==> config.mk <==
export PLATFORM = sky130hd
export DESIGN_NAME = serial_8n1_transmitter_with_fifo
export DESIGN_NICKNAME = d
export VERILOG_FILES = /design/src/sv/uarttx_pkg.sv /design/src/sv/serial_8n1_transmitter_with_fifo.sv /design/src/sv/uarttx_ram.sv
export SDC_FILE = /design/constraint.sdc
export NUM_CORES = 1
export LEC_CHECK = 0
export BUFFER_PORTS_ARGS = -buffer_cell sky130_fd_sc_hd__buf_2
export CAP_MARGIN = 20
export CORE_MARGIN = 2
export CORE_UTILIZATION = 30
export DETAILED_ROUTE_END_ITERATION = 6
export PLACE_DENSITY = 0.54
export SLEW_MARGIN = 20
export SYNTH_ARGS = -nofsm -noshare
export SYNTH_HDL_FRONTEND = slang
export SYNTH_SLANG_ARGS = --single-unit
export TNS_END_PERCENT = 5
==> constraint.sdc <==
create_clock -name clk_i -period 6.1 [get_ports clk_i]
set_input_delay 0.61 -clock clk_i [delete_from_list [all_inputs] [get_ports clk_i]]
set_output_delay 0.61 -clock clk_i [all_outputs]
set_load 0.05 [all_outputs]
==> src/sv/uarttx_pkg.sv <==
// ----------------------------------------------------------------------------
// uarttx_pkg
// Types and constants shared by the 8N1 serial transmitter and its testbench.
// ----------------------------------------------------------------------------
package uarttx_pkg;

  // Request command codes
  localparam logic CMD_TICK = 1'b0;
  localparam logic CMD_ENQ  = 1'b1;

  // Frame geometry
  localparam logic [3:0] DATA_BITS = 4'd8;

  localparam int unsigned TPB_W = 16;

  typedef struct packed {
    logic       command;
    logic [7:0] data_byte;
  } req_t;

  typedef struct packed {
    logic line_level;
    logic busy_res;
    logic byte_dropped;
  } res_t;

endpackage

==> src/sv/serial_8n1_transmitter_with_fifo.sv <==
// ----------------------------------------------------------------------------
// serial_8n1_transmitter_with_fifo
// 8N1 asynchronous serial transmitter fed by a ring FIFO held in RAM.
// ----------------------------------------------------------------------------
//
//  channel | direction | handshake               | payload
//  --------+-----------+-------------------------+-------------------------------
//  in      | input     | in_valid_i / in_stall_o  | req_t: command, data_byte
//  out     | output    | out_valid_o / out_stall_i| res_t: line_level, busy_res,
//          |           |                         |        byte_dropped
//  cfg     | input     | cfg_we_i                | cfg_wdata_i = ticks_per_bit
//
//  Each result is registered and shown the cycle after acceptance, and a new
//  request is taken each cycle unless a result is held and the output is stalled.
//  The head byte is prefetched from the FIFO RAM every cycle through a registered
//  read, so a frame reload at a stop-bit boundary does not wait on the RAM.
//  Reset clears pointers, transmitter flags and sets ticks_per_bit to 32;
//  the FIFO RAM needs no clearing pass.
//  The input stalls only while a result is held and the output is stalled.
//
module serial_8n1_transmitter_with_fifo #(
  parameter int unsigned FIFO_DEPTH = 64
) (
  input  logic               clk_i,
  input  logic               rst_ni,
  input  logic               in_valid_i,
  output logic               in_stall_o,
  input  uarttx_pkg::req_t   in_req_i,
  output logic               out_valid_o,
  input  logic               out_stall_i,
  output uarttx_pkg::res_t   out_res_o,
  input  logic               cfg_we_i,
  input  logic [15:0]        cfg_wdata_i
);

  import uarttx_pkg::*;

  localparam int unsigned PTR_W = $clog2(FIFO_DEPTH);
  localparam logic [PTR_W-1:0] PTR_LAST = PTR_W'(FIFO_DEPTH - 1);

  // Advance a ring pointer, wrapping at the FIFO depth
  function automatic logic [PTR_W-1:0] ring_next(input logic [PTR_W-1:0] p);
    ring_next = (p == PTR_LAST) ? '0 : p + PTR_W'(1);
  endfunction

  // Configuration and state
  logic [TPB_W-1:0] tpb_q;
  logic [PTR_W-1:0] wp_q, wp_d;
  logic [PTR_W-1:0] rp_q, rp_d;
  logic             sending_q, sending_d;
  logic [7:0]       shift_q, shift_d;
  logic [3:0]       pos_q, pos_d;
  logic             stop_q, stop_d;
  logic [TPB_W-1:0] cnt_q, cnt_d;
  logic             line_q, line_d;

  // Result register
  logic             out_valid_q, out_valid_d;
  res_t             res_q, res_d;

  // RAM bypass for a write landing on the entry being prefetched
  logic             byp_q, byp_d;
  logic [7:0]       byp_data_q;

  logic             acc;
  logic             is_enq;
  logic             is_tick;
  logic [PTR_W-1:0] wp_nxt;
  logic             full;
  logic             wr_en;
  logic [7:0]       ram_rdata;
  logic [7:0]       head;
  logic [TPB_W-1:0] bit_time;
  logic [TPB_W-1:0] cnt_dec;
  logic             dropped;

  assign in_stall_o = out_valid_q & out_stall_i;
  assign acc        = in_valid_i & ~in_stall_o;
  assign is_enq     = acc & (in_req_i.command == CMD_ENQ);
  assign is_tick    = acc & (in_req_i.command == CMD_TICK);

  assign wp_nxt   = ring_next(wp_q);
  assign full     = (wp_nxt == rp_q);
  assign wr_en    = is_enq & ~full;
  assign head     = byp_q ? byp_data_q : ram_rdata;
  // A zero bit time behaves as one tick
  assign bit_time = (tpb_q == '0) ? TPB_W'(1) : tpb_q;
  assign cnt_dec  = (cnt_q != '0) ? cnt_q - TPB_W'(1) : cnt_q;

  // FIFO storage; read address follows the next read pointer so the head
  // byte is always ready from the registered read
  uarttx_ram #(
    .WIDTH (8),
    .DEPTH (FIFO_DEPTH)
  ) u_fifo_ram (
    .clk_i   (clk_i),
    .we_i    (wr_en),
    .waddr_i (wp_q),
    .wdata_i (in_req_i.data_byte),
    .raddr_i (rp_d),
    .rdata_o (ram_rdata)
  );

  // Transmitter and FIFO update
  always_comb begin
    wp_d      = wp_q;
    rp_d      = rp_q;
    sending_d = sending_q;
    shift_d   = shift_q;
    pos_d     = pos_q;
    stop_d    = stop_q;
    cnt_d     = cnt_q;
    line_d    = line_q;
    dropped   = 1'b0;

    if (is_enq) begin
      if (full) begin
        dropped = 1'b1;
      end else begin
        wp_d = wp_nxt;
      end
      // Idle means the FIFO is empty: take the new byte straight away
      if (!sending_q && !full) begin
        sending_d = 1'b1;
        shift_d   = in_req_i.data_byte;
        rp_d      = ring_next(rp_q);
        pos_d     = '0;
        stop_d    = 1'b0;
        line_d    = 1'b0;
        cnt_d     = bit_time;
      end
    end else if (is_tick && sending_q) begin
      if (cnt_dec == '0) begin
        cnt_d = bit_time;
        priority if (pos_q < DATA_BITS) begin
          line_d = shift_q[pos_q[2:0]];
          pos_d  = pos_q + 4'd1;
        end else if (!stop_q) begin
          line_d = 1'b1;
          stop_d = 1'b1;
        end else if (rp_q != wp_q) begin
          // Reload from the prefetched head of the FIFO
          shift_d = head;
          rp_d    = ring_next(rp_q);
          pos_d   = '0;
          stop_d  = 1'b0;
          line_d  = 1'b0;
        end else begin
          sending_d = 1'b0;
          line_d    = 1'b1;
        end
      end else begin
        cnt_d = cnt_dec;
      end
    end
  end

  assign byp_d = wr_en & (wp_q == rp_d);

  // Output register: load on accept, drop once taken
  always_comb begin
    out_valid_d = out_valid_q;
    res_d       = res_q;
    if (acc) begin
      out_valid_d        = 1'b1;
      res_d.line_level   = line_d;
      res_d.busy_res     = sending_d;
      res_d.byte_dropped = dropped;
    end else if (!out_stall_i) begin
      out_valid_d = 1'b0;
    end
  end

  always_ff @(posedge clk_i or negedge rst_ni) begin
    if (!rst_ni) begin
      tpb_q       <= TPB_W'(32);
      wp_q        <= '0;
      rp_q        <= '0;
      sending_q   <= 1'b0;
      shift_q     <= '0;
      pos_q       <= '0;
      stop_q      <= 1'b0;
      cnt_q       <= '0;
      line_q      <= 1'b1;
      out_valid_q <= 1'b0;
      byp_q       <= 1'b0;
    end else begin
      if (cfg_we_i) begin
        tpb_q <= cfg_wdata_i;
      end
      wp_q        <= wp_d;
      rp_q        <= rp_d;
      sending_q   <= sending_d;
      shift_q     <= shift_d;
      pos_q       <= pos_d;
      stop_q      <= stop_d;
      cnt_q       <= cnt_d;
      line_q      <= line_d;
      out_valid_q <= out_valid_d;
      byp_q       <= byp_d;
    end
  end

  always_ff @(posedge clk_i) begin
    res_q      <= res_d;
    byp_data_q <= in_req_i.data_byte;
  end

  assign out_valid_o = out_valid_q;
  assign out_res_o   = res_q;

  // The line idles high whenever no frame is in progress
  a_idle_high: assert property (@(posedge clk_i) disable iff (!rst_ni)
    (out_valid_o && !out_res_o.busy_res) |-> out_res_o.line_level)
    else $error("line low while transmitter idle");

  // Going idle only happens with an empty FIFO
  a_idle_empty: assert property (@(posedge clk_i) disable iff (!rst_ni)
    !sending_q |-> (rp_q == wp_q))
    else $error("transmitter idle with bytes queued");

  // Every accepted request produces a result in the next cycle
  a_result: assert property (@(posedge clk_i) disable iff (!rst_ni)
    acc |=> out_valid_o)
    else $error("accepted request produced no result");

  // A drop is only reported for an enqueue
  a_drop_enq: assert property (@(posedge clk_i) disable iff (!rst_ni)
    (acc && in_req_i.command == CMD_TICK) |=> !out_res_o.byte_dropped)
    else $error("drop flagged on a tick request");

endmodule

==> src/sv/uarttx_ram.sv <==
// ----------------------------------------------------------------------------
// uarttx_ram
// Generic single-write, single-read RAM with a registered read (read-first).
// ----------------------------------------------------------------------------
module uarttx_ram #(
  parameter int unsigned WIDTH = 8,
  parameter int unsigned DEPTH = 64
) (
  input  logic                     clk_i,
  input  logic                     we_i,
  input  logic [$clog2(DEPTH)-1:0] waddr_i,
  input  logic [WIDTH-1:0]         wdata_i,
  input  logic [$clog2(DEPTH)-1:0] raddr_i,
  output logic [WIDTH-1:0]         rdata_o
);

  logic [WIDTH-1:0] mem [DEPTH];

  always_ff @(posedge clk_i) begin
    if (we_i) begin
      mem[waddr_i] <= wdata_i;
    end
    rdata_o <= mem[raddr_i];
  end

endmodule

# == Word level (Yosys, flattened, before mapping) ==
# Memories as Yosys holds them, arrays and structs flattened. A register that Yosys moved wholly into a read port is not among the register bits.
# Cells that the tools add are included.
# W data, S select, Z words.
# word_totals
ff_bits,72
ramBits,512
in_bits,30
word_cells,113
n_memories,1
# op_classes
n_addsub,4
magnitude_cmp,2
eq_ne,8
n_mux,56
bitwise,9
n_reduce_logical,18
# mem_list
name,depth,word_bits,rd,rd_clocked_by_memory_dff,write_ports,line_no,rtl
u_fifo_ram.mem,64,8,1,1,1,uarttx_ram.sv:17,logic [WIDTH-1:0] mem [DEPTH];
# op_table
op,n
$mux W16,6
$mux W8,8
$mux W6,9
$logic_not A16 Y1,2
$mux W4,7
$mux W1,25
$reduce_bool A16 Y1,1
$sub A16 B1 Y16 const B,1
$add A6 B1 Y6 const B,2
$eq A6 B6 Y1,2
$eq A6 B6 Y1 const B,2
$reduce_bool A2 Y1,4
$and A1 B1 Y1,6
$ne A6 B6 Y1,1
$reduce_and A6 Y1,1
$reduce_bool A3 Y1,2
$reduce_and A5 Y1,1
$add A4 B1 Y4 const B,1
$lt A3 B4 Y1 const B,1
$lt A4 B4 Y1 const B,1
$ne A2 B1 Y1 const B,2
$reduce_and A2 Y1,2
$reduce_and A4 Y1,1
$bmux W1 S3,1
4 further kinds,8

# == Longest topological paths before layout ==
# Gate-level depths: netlist of run 1.
# depth
ltp_word,10
ltp_mapped,20
depth_no_buf,15

# == Modules after synthesis ==
# Synthesis of run 1 repeated with hierarchy kept, for this count alone.
# unflattened
cells_unflattened,1414
area_unflattened_um2,24417.2
# modules_own_cells
mod,instances,cells_each,area_each_um2,seq_area_each_um2
uarttx_ram,1,940,20166.8,15534.9
serial_8n1_transmitter_with_fifo,1,474,4250.3,1779.2

# == Worst setup path after synthesis of run 1 ==
# No wires, ideal clock.
# synth_timing
kind,register to register
startpoint,reg cnt_q[0]
endpoint,reg u_fifo_ram.rdata_o[6] (read register of u_fifo_ram.mem)
setup_time_ns,0.117
t_arrival_ns,4.165
required_time_ns,5.983
slack_ns,1.817
path_stages_with_launch,19
n_path_buf,5
cell_sequence,dfrtp_1 inv_1 ha_1 or3b_2 or2_0 clkbuf_1 o21ai_0 xor2_1 nand4_1 nand2_2 mux2i_1 buf_4 buf_4 buf_2 buf_1 a31oi_1 a22oi_1 nand2_1 a32o_1
# synth_via
elab_chain_len,6
elab_cells_between_ends,7
cone_classes,1 x add/sub; 4 x mux; 2 x reduce/logical
# synth_rtl
element,line_no,rtl
from (decl),serial_8n1_transmitter_with_fifo.sv:54,"logic [TPB_W-1:0] cnt_q, cnt_d;"
from (signal assigned),serial_8n1_transmitter_with_fifo.sv:197,cnt_q <= cnt_d;
$sub A16 B1 Y16 or $reduce_bool A16 Y1 (tied branches),serial_8n1_transmitter_with_fifo.sv:88,assign cnt_dec = (cnt_q != '0) ? cnt_q - TPB_W'(1) : cnt_q;
$mux W16 (*),serial_8n1_transmitter_with_fifo.sv:88,
$logic_not A16 Y1 (*),serial_8n1_transmitter_with_fifo.sv:133,if (cnt_dec == '0) begin
$mux W6 (*),serial_8n1_transmitter_with_fifo.sv:133,
$mux W6 (*),serial_8n1_transmitter_with_fifo.sv:132,end else if (is_tick && sending_q) begin
$mux W6 (*),serial_8n1_transmitter_with_fifo.sv:116,if (is_enq) begin
to (decl),uarttx_ram.sv:14,output logic [WIDTH-1:0] rdata_o
# Mark *: on every way between the ends. The rest lies on a longest branch, timed or not.
# A chain may end at the register's enable or synchronous reset.

# == Worst setup path after layout of run 1 ==
# layout_timing
startpoint,reg cnt_q[0]
endpoint,reg u_fifo_ram.rdata_o[1] (read register of u_fifo_ram.mem)
# Same word-level chain as after synthesis.

==> results of run 1 <==
==> cell families (layout without fill, tap and decap cells) <==
logic type                 count (synthesis)  after routing  synth area share
and+or+nand+nor                          636            636             0.115
DFF                                      592            592             0.696
AOI/OAI and AO/OA                        349            349            0.0986
buffers and inverters                    132            212            0.0243
muxes                                    109            109            0.0563
xor gates and xnor gates                  21             21           0.00769
adders and majority gates                  4              4           0.00201
==> where the power goes <==
part / leakage [nW] / total (mW) / internal (mW) / switching, mW
combinational: 2.75 / 2.00 / 0.684 / 1.31
clock: 1.04 / 3.98 / 2.38 / 1.60
sequential: 5.52 / 4.79 / 4.57 / 0.220
total: 9.31 / 10.8 / 7.63 / 3.13
==> layout make-up <==
type | count | area share
well taps | 1070 | 0.0471
repair buffers | 79 | 0.0195
inverters | 17 | 0.00242
clock inverters | 37 | 0.0143
clock buffers | 79 | 0.0613
flip-flops and latches | 592 | 0.609
multi-input cells | 1119 | 0.246
==> final timing paths <==
check / startpoint / cells past startpoint / slack [ns] / to
worst max-delay path: cnt_q[0] / 15 / 0.75 / u_fifo_ram.rdata_o[1]
worst min-delay path: rst_ni / 2 / 0.20 / tpb_q[15]
worst max register to register: cnt_q[0] / 15 / 0.75 / u_fifo_ram.rdata_o[1]
worst min register to register: shift_q[6] / 2 / 0.48 / shift_q[6]
max in group asynchronous: rst_ni / 2 / 5.35 / wp_q[0]
min in group clk_i: in_valid_i / 2 / 0.24 / out_valid_o
==> cell usage after synthesis (5+ instances only) <==
cell type	n	share of area
a211oi_1	45	0.014
a21boi_0	24	0.0072
a21oi_1	95	0.019
a221oi_1	36	0.013
a22o_1	5	0.0018
a22oi_1	13	0.0039
a311oi_1	21	0.0074
a31oi_1	13	0.0033
and2_1	18	0.0045
and3_1	16	0.0040
buf_2	27	0.0054
buf_4	10	0.0030
clkbuf_1	69	0.010
dfrtp_1	59	0.059
dfxtp_1	16	0.013
edfxtp_1	515	0.62
inv_1	12	0.0018
mux2_2	17	0.0077
mux2i_1	69	0.028
mux4_2	23	0.021
nand2_1	309	0.047
nand2b_1	7	0.0018
nand3_1	76	0.015
nor2_1	114	0.017
nor2b_1	5	0.0013
nor3_1	21	0.0042
nor4_1	18	0.0045
o2111a_1	15	0.0068
o21ai_0	45	0.0091
o221ai_1	7	0.0025
or3_1	8	0.0020
or4_1	15	0.0045
xnor2_1	10	0.0035
xor2_1	10	0.0035
==> registers in the layout, indices dropped and copies added, names as in the netlist <==
name / count
byp_data_q: 8
byp_q: 1
cnt_q: 16
line_q: 1
out_res_o: 3
out_valid_o: 1
pos_q: 4
rp_q: 6
sending_q: 1
shift_q: 8
stop_q: 1
tpb_q: 16
u_fifo_ram.mem: 512
u_fifo_ram.rdata_o: 8
wp_q: 6
==> worst max-delay path, stage by stage (launching register included) <==
cell and delay, ns:
dfrtp_1 0.40, inv_1 0.10, ha_1 0.22, or3b_2 0.52, or2_0 0.35, o31ai_1 0.41
o2111a_1 0.27, nand4_1 0.20, nand2_2 0.33, mux2i_4 0.30, buf_4 0.58, buf_4 0.50
mux2i_1 0.41, o2111a_1 0.29, a22oi_1 0.09, o221ai_1 0.22
==> layout by cell type (no fill, tap or decap), types with 5 or more instances in the layout <==
cell	count
a211oi_1	45
a21boi_0	24
a21oi_1	95
a221oi_1	36
a22o_1	5
a22oi_1	13
a311oi_1	21
a31oi_1	13
and2_1	18
and3_1	16
buf_2	34
buf_4	41
bufinv_16	8
clkbuf_1	11
clkbuf_16	68
clkinv_1	11
clkinv_2	12
clkinvlp_4	5
dfrtp_1	59
dfxtp_1	16
edfxtp_1	515
inv_1	12
mux2_2	17
mux2i_1	68
mux4_2	23
nand2_1	309
nand2b_1	7
nand3_1	76
nor2_1	114
nor2b_1	5
nor3_1	21
nor4_1	16
o2111a_1	15
o21ai_0	45
o221ai_1	7
or3_1	8
or4_1	15
xnor2_1	10
xor2_1	10
==> routing by layer <==
metal / part of all wire / track usage / wire, microns / vias up
met2: 0.47 / 0.251 / 31200 / 494
met3: 0.056 / 0.0275 / 3710 / 99
met4: 0.025 / 0.0444 / 1670 / 0
met5: 0 / 0 / 0 / -
met1: 0.45 / 0.211 / 29700 / 7989
li1: - / - / - / 7084
==> metrics, run 1 <==
outcome finished clean; num rows 105; DP Worst Slack 0.824 ns; Slew Limit Headroom 0.303; fillcell total 7865; core area 0.0821 sq mm; final setup skew between 0.02 and 0.03 ns; crit path time final 5.35 ns; period utilisation layout 0.876; Avg Inst Size Synth 13.5 sq um; # DRC 0; initial antenna violation count 0; static leakage power 9.31 nW; chip width 292 microns; gr usage total 0.154; share of post-route cells with drive strength above 1 0.126; fin cells 2993; setup tns final 0 ns; Max VDD drop 187 uV; HP Class in -> async; CTS tree built; largest net degree at the start of global routing roughly 110; category of the critical setup timing path reg -> reg; Startpoint Class flop; fin util 0.346; synth warn 0; Post-synth ARST share 0.103; Design Area, Final 0.0284 sq mm; max-slew violations 0; Post CTS Setup Buffer Count 0; gpl congestion approximately 0.86; first-pass GRT wire length 100 mm; Vias ~16000; clock insertion delay at the later pin of the skew report 0.60 ns; highest clock rate about 0.19 GHz; initial DRC count 1327; First-pass DRT Iterations 5; CP max FO 45; Distinct cells, synth 74; RSZ-0062 raised after global routing no; register area share after synthesis 0.696; power density over cell area 379 mW/mm^2; Post-Syn Nets 1877; area of the multi-input gates 0.00699 sq mm; Hold Buf Count CTS 0; total gr overflow 0; post-CTS sizing 0; placed cells 2877; critical path arrival ~5.8 ns; Post-Synthesis Cells 1843; Vert. Die Dim between 200 and 300 microns; Least-Margin Pin Slew 1.04 ns; Critical Path RT 6.59 ns; Yosys reg bits between 500 and 600; die area roughly 0.085 sq mm; TritonCTS buffer count 67; Syn-to-layout area delta 14.2%; CTS max path bufs 3; Placed Area 0.0263 sq mm; post-synthesis cell area roughly 0.025 sq mm; max cap viols 0; sequential cell area 0.0173 sq mm; Fin. Hold Viols 0; # diodes 0; hpwl dp 40.6 mm; Final WS setup between 0.7 and 0.8 ns; H-tree levels 3; top-level I/O count 35; vias per cell roughly 5.2; final wirelength 66.3 mm; routed len/inst 22.2 microns; IO Port Bufs 34; final setup fails 0; clock slew at reported path FFs 0.06 ns; clk root buf clkbuf_16; nets 1910; crit end category flop; number of global-route vias before repair between 15000 and 20000; starting density of the core 0.303; Post-synth EDFFs roughly 520; clk sinks 592; worst hold slack 0.199 ns; Main synth FF type edfxtp_1; Power Total 10.8 mW; Post-DRT Antenna Nets 0
Power figures use the tool's default switching activity.
==> inputs of run 2 (changes only) <==
ABC_AREA = 1   (was default)
==> metrics, run 2 <==
most frequent cells in the layout nand3_1 (573), edfxtp_1 (515), nand2_1 (459), inv_1 (364), nand3b_1 (177); crit path time final 4.67 ns (-0.671 ns); Vias 18311 (+17%); # diodes 0 (unchanged); commonest non-fill, non-tap cell in the layout nand3_1; max cap viols 0 (unchanged); outcome finished clean; Power Total 11.9 mW (+11%); register area share after synthesis 0.643 (-0.0534); initial DRC count 1940 (+46%); Final WS setup 1.43 ns (+0.671 ns); die area 0.0922 sq mm (+8.2%); Hold Buf Count CTS 0 (unchanged); final setup fails 0 (unchanged); area of the multi-input gates 0.00752 sq mm (+7.5%); TritonCTS buffer count 60 (-10%); Least-Margin Pin Slew 1.13 ns (+0.0900 ns); top-level I/O count 35 (unchanged); Largest Register u_fifo_ram.mem; gr usage total 0.154 (-0.000248); period utilisation layout 0.766 (-0.110); setup tns final 0 ns (unchanged); starting density of the core 0.304 (+0.000958); synth top area cells edfxtp_1 (57%), nand3_1 (11%), nand2_1 (6.4%), dfrtp_1 (5.5%), inv_1 (5.1%); largest net degree at the start of global routing 165 (+47%); Post-synth EDFFs 515 (unchanged); M2 GR Usage 0.239 (-0.0124); DP Worst Slack 1.39 ns (+0.565 ns); Largest regs u_fifo_ram.mem x512, cnt_q x16, tpb_q x16; core area 0.0886 sq mm (+8.0%); CTS tree built; post-CTS sizing 0 (unchanged); static leakage power 11.7 nW (+26%); final setup skew 0.0219 ns (-0.00781 ns); first-pass GRT wire length 111 mm (+11%); number of global-route vias before repair 17831 (+14%); share of post-route cells with drive strength above 1 0.0780 (-0.0479); sequential cell area 0.0173 sq mm (unchanged); Max VDD drop 297 uV (+59%); clk root buf clkbuf_16; critical path endpoint u_fifo_ram.rdata_o[3]; fillcell total 9022 (+15%); chip width 304 microns (+4.0%); H-tree levels 2 (-1); most common library cells after synthesis nand3_1 (573), edfxtp_1 (515), nand2_1 (460), inv_1 (364), nand3b_1 (177); Slew Limit Headroom 0.244 (-0.0595); M1 GR Usage 0.222 (+0.0114); post-synthesis cell area 0.0269 sq mm (+8.3%); Main synth FF type edfxtp_1; category of the critical setup timing path reg -> reg; initial antenna violation count 1 (+1); Post CTS Setup Buffer Count 0 (unchanged); Distinct cells, synth 44 (-41%); hpwl dp 40.4 mm (-0.47%); Post-synth ARST share 0.103 (unchanged); global routing's busiest layer met2; Fin. Hold Viols 0 (unchanged); max-slew violations 0 (unchanged); fin cells 3807 (+27%); nets 2631 (+38%); Syn-to-layout area delta 12.0%; clk sinks 592 (unchanged); CTS max path bufs 3 (unchanged); Post-Syn Nets 2633 (+40%); Yosys reg bits 592 (unchanged); gpl congestion 0.850 (-0.84%); highest clock rate 0.214 GHz (+14%); Critical Path RT 6.67 ns (+0.08 ns); Startpoint Class flop; Post-Synthesis Cells 2599 (+41%); Vert. Die Dim 304 microns (+4.0%); CP max FO 84 (+87%); clock slew at reported path FFs 0.06 ns (about the same); synth warn 0 (unchanged); worst hold slack 0.155 ns (-0.0440 ns); Avg Inst Size Synth 10.4 sq um (-23%); final wirelength 71.6 mm (+7.9%); GR Util met3 0.0226 (-0.00483); number of flip-flops in the largest register 512 (unchanged); # DRC 0 (unchanged); vias per cell 4.81 (-8.1%); routed len/inst 18.8 microns (-15%); num rows 109 (+3.8%); placed cells 3700 (+29%); top-area cell type share of the netlist area 0.574 (-0.0477); critical path arrival 5.25 ns (-0.59 ns); power density over cell area 396 mW/mm^2 (+4.4%); reg2reg path depth 20 (+5); cell taking the most area after synthesis edfxtp_1; Setup crit start wp_q[1]; total gr overflow 0 (unchanged); most common cell in the netlist nand3_1; IO Port Bufs 34 (unchanged); Worst R2R End u_fifo_ram.rdata_o[3]; reg2reg setup slack 1.43 ns (+0.67 ns); HP Class in -> async; clock insertion delay at the later pin of the skew report 0.65 ns (+0.05 ns); crit end category flop; reg2reg start wp_q[1]; First-pass DRT Iterations 5 (unchanged); Post-DRT Antenna Nets 0 (unchanged); RSZ-0062 raised after global routing no
[run 2: changes by cell type after synthesis, sizes merged, moves of 44 or more]
| cell | before | now |
|---|---|---|
| nand3b | 3 | 177 |
| mux2i | 69 | 0 |
| a21oi | 95 | 9 |
| a211oi | 45 | 0 |
| nand2 | 310 | 465 |
| inv | 15 | 372 |
| buf | 45 | 122 |
| nand3 | 76 | 574 |
| clkbuf | 70 | 26 |
[run 2: how the worst min path moves through the flow]
stage,from,endpoint,slack (ns),cells after the start
after global routing,in_valid_i,out_valid_o,0.18,3
after detailed placement,out_valid_o,out_valid_o,0.48,2
final,rst_ni,out_valid_o,0.16,2
after CTS,in_valid_i,out_valid_o,0.14,3
after global placement,out_valid_o,out_valid_o,0.48,2
after floorplan,rst_ni,byp_q,0.31,0
[run 2: area by class of cell]
type / instances / share of cell area
tap: 1165 / 0.0483
clock inverter: 30 / 0.00767
multi-input combinational: 1485 / 0.249
timing repair buffer: 84 / 0.0211
inverter: 374 / 0.0467
clock buffer: 77 / 0.0532
sequential: 592 / 0.574
[run 2: worst max-delay path, cell delays in order (launching register included)]
cell and delay, ns:
dfrtp_1 0.50, ha_1 0.27, nand3_1 0.17, nor2_1 0.20, inv_1 0.09, nand3_1 0.14, xor2_1 0.09, nor2_1 0.11
nand2_1 0.15, nand3_2 0.17, nand2_2 0.30, nand2_1 0.21, nand2_4 0.09, inv_6 0.51, buf_4 0.59, nand3_1 0.15
nand3_1 0.14, nand3_1 0.11, nand3_1 0.12, nand3_1 0.19, nand2_1 0.16
[run 2: per-layer routing]
metal | vias up | part of all wire
met1 | 8882 | 0.46
met4 | 2 | 0.028
met5 | - | 0.00017
met2 | 518 | 0.45
li1 | 8790 | -
met3 | 119 | 0.058
[run 2: report_power, final]
group          internal, mW  switching (mW)
combinational          1.07            2.52
clock                  1.94            1.58
sequential             4.61           0.220
total                  7.62            4.32
[run 2: kinds of logic (layout without fill, tap and decap cells)]
| logic type | count (synthesis) | after routing | synth area share |
|---|---|---|---|
| simple gates | 1370 | 1370 | 0.246 |
| flops | 592 | 592 | 0.643 |
| buf+inv | 522 | 565 | 0.0799 |
| compound gates | 77 | 77 | 0.0172 |
| xor+xnor | 22 | 22 | 0.00743 |
| mux | 12 | 12 | 0.00502 |
| fa+ha+maj | 4 | 4 | 0.00186 |
[run 2: stage by stage]
step	util	instance area (sq um)
floorplan	-	26900
global placement	0.320	28300
detailed placement	0.320	28300
CTS	0.340	30200
global route	0.340	30200
finish	0.340	30200
==> inputs of run 3 (changes only) <==
ABC_AREA = 0   (was 1)
PLACE_DENSITY = 0.55   (was 0.54)
clock period = 4 ns   (was 6.1 ns; I/O delays follow)
==> metrics, run 3 (same netlist as run 1, synthesis figures left out) <==
setup tns final -1.12 ns (-1.12 ns); starting density of the core 0.303 (-0.000958); chip width 292 microns (-3.9%); largest net degree at the start of global routing 54 (-67%); TritonCTS buffer count 67 (+12%); Final WS setup -0.156 ns (-1.58 ns); RSZ-0062 raised after global routing yes; First-pass DRT Iterations 5 (unchanged); gr usage total 0.165 (+0.0115); Slowest-stage cell, CP or4_4; Slew Limit Headroom 0.292 (+0.0486); total gr overflow 0 (unchanged); fillcell total 7739 (-14%); # diodes 0 (unchanged); Metal-1 WL 30.7 mm (-7.3%); clk sinks 592 (unchanged); number of flip-flops in the largest register 512 (unchanged); CP cell instances or4_4, buf_6, nor3_4, mux2i_2, o2111a_1, and4_4, o21ai_4, and2_4, inv_8, buf_12, mux2i_1, a221oi_1, or4_1, buf_4, a22oi_1, o221ai_1; Largest regs u_fifo_ram.mem x512, cnt_q x16, tpb_q x16; final wirelength 71.5 mm (-0.15%); Post-DRT Antenna Nets 0 (unchanged); initial DRC count 1662 (-14%); final setup skew 0.0194 ns (-0.00246 ns); crit end category flop; failing checks negative setup slack; Critical Path RT 4.48 ns (-2.19 ns); fin util 0.372 (+0.0318); gpl congestion 0.868 (+2.0%); clock insertion delay at the later pin of the skew report 0.61 ns (-0.04 ns); final setup fails 8 (+8); max cap viols 0 (unchanged); IO Port Bufs 34 (unchanged); number of global-route vias before repair 16519 (-7.4%); Worst path max stage delay 0.55 ns (-0.04 ns); Fin. Hold Viols 0 (unchanged); Vias 16455 (-10%); num rows 105 (-3.7%); HP Class in -> reg; highest clock rate 0.241 GHz (+12%); category of the critical setup timing path reg -> reg; routed len/inst 22.5 microns (+20%); crit path time final 4.16 ns (-0.519 ns); die area 0.0852 sq mm (-7.6%); area of the multi-input gates 0.00745 sq mm (-0.93%); initial antenna violation count 0 (-1); met2 WL 33.1 mm (+2.4%); Vert. Die Dim 292 microns (-3.9%); Syn-to-layout area delta 22.8%; # DRC 0 (unchanged); clock slew at reported path FFs 0.06 ns (about the same); crit-path leading delay family simple AND/OR/NAND/NOR gates; met3 wire len 5.19 mm (+24%); commonest non-fill, non-tap cell in the layout edfxtp_1; first-pass GRT wire length 106 mm (-4.2%); Max VDD drop 279 uV (-6.1%); sequential cell area 0.0173 sq mm (about the same); Top Metal Used met4; H-tree levels 3 (+1); critical path arrival 4.64 ns (-0.61 ns); clk root buf clkbuf_16; vias per cell 5.18 (+7.7%); top-level I/O count 35 (unchanged); Largest Register u_fifo_ram.mem; max-slew violations 0 (unchanged); hpwl dp 45.2 mm (+12%); CTS max path bufs 3 (unchanged); core area 0.0821 sq mm (-7.4%); most frequent cells in the layout edfxtp_1 (515), nand2_1 (309), buf_4 (195), nor2_1 (112), a21oi_1 (79); Buffers & Inverters on Critical Path 4 (+1); period utilisation layout 1.04 (+0.273); static leakage power 10.4 nW (-11%); CP max FO 13 (-85%); Least-Margin Pin Slew 1.06 ns (-0.0697 ns); power density over cell area 571 mW/mm^2 (+44%); CTS tree built; outcome finished with violations; nets 2092 (-20%); share of post-route cells with drive strength above 1 0.236 (+0.158); Startpoint Class flop
-- run 3: path summary, 6_finish.rpt --
path	from	endpoint	slack, ns	depth (start not counted)
min reg2reg	shift_q[0]	shift_q[0]	0.49	2
min in group asynchronous	rst_ni	tpb_q[2]	0.35	2
max	cnt_q[5]	u_fifo_ram.rdata_o[1]	-0.16	16
min	cfg_wdata_i[7]	tpb_q[7]	0.03	2
max reg2reg	cnt_q[5]	u_fifo_ram.rdata_o[1]	-0.16	16
max in group asynchronous	rst_ni	line_q	2.71	3
-- run 3: worst reg2reg max path, cell delays in order (launching register included) --
cell and delay (ns):
dfrtp_1 0.38, or4_4 0.55, buf_6 0.15, nor3_4 0.20, mux2i_2 0.28, o2111a_1 0.25
and4_4 0.29, o21ai_4 0.09, and2_4 0.23, inv_8 0.12, buf_12 0.16, mux2i_1 0.26
a221oi_1 0.12, or4_1 0.52, buf_4 0.17, a22oi_1 0.14, o221ai_1 0.14
-- run 3: final cells by class --
cell class,instances,area share
clock buffer,87,0.0603
sequential,592,0.567
clock inverter,31,0.00843
multi-input combinational,1119,0.244
tap,1070,0.0438
inverter,17,0.00242
timing repair buffer,261,0.0746
-- run 3: per-stage QoR --
stage | instance area (sq um) | hold slack (ns) | std cells | power, mW | setup slack [ns]
6_report | 30600 | 0.0343 | 3177 | 17.5 | -0.156
5_1_grt | 30600 | 0.00604 | 3177 | 18.1 | -0.338
4_1_cts | 30300 | 0.00151 | 3173 | 17.4 | -0.159
3_5_place_dp | 27800 | 0.448 | 3046 | 11.2 | -0.527
3_3_place_gp | 27800 | 0.437 | 3046 | 11.2 | -0.444
2_1_floorplan | 24900 | 0.104 | 1843 | 9.41 | 0.00889
-- run 3: timing repair --
action	in CTS	in global routing
setup endpoints to repair	8	8
resized for setup	73	35
pin swaps	13	7
buffers inserted	5	1
gates cloned	2	3
hold endpoints to repair	27	0
hold buffers	2	0
-- run 3: routing by layer --
metal  vias to the layer above  global-route usage
met4                         0              0.0603
met5                         -                   0
met3                       128              0.0359
met1                      8252               0.223
met2                       619               0.262
li1                       7456                   -
-- run 3: report_power, final --
| part | switching [mW] | internal [mW] | total [mW] |
|---|---|---|---|
| Clock | 2.46 | 3.45 | 5.91 |
| Combinational | 2.54 | 1.84 | 4.38 |
| Sequential | 0.209 | 6.96 | 7.17 |
| Total | 5.21 | 12.3 | 17.5 |
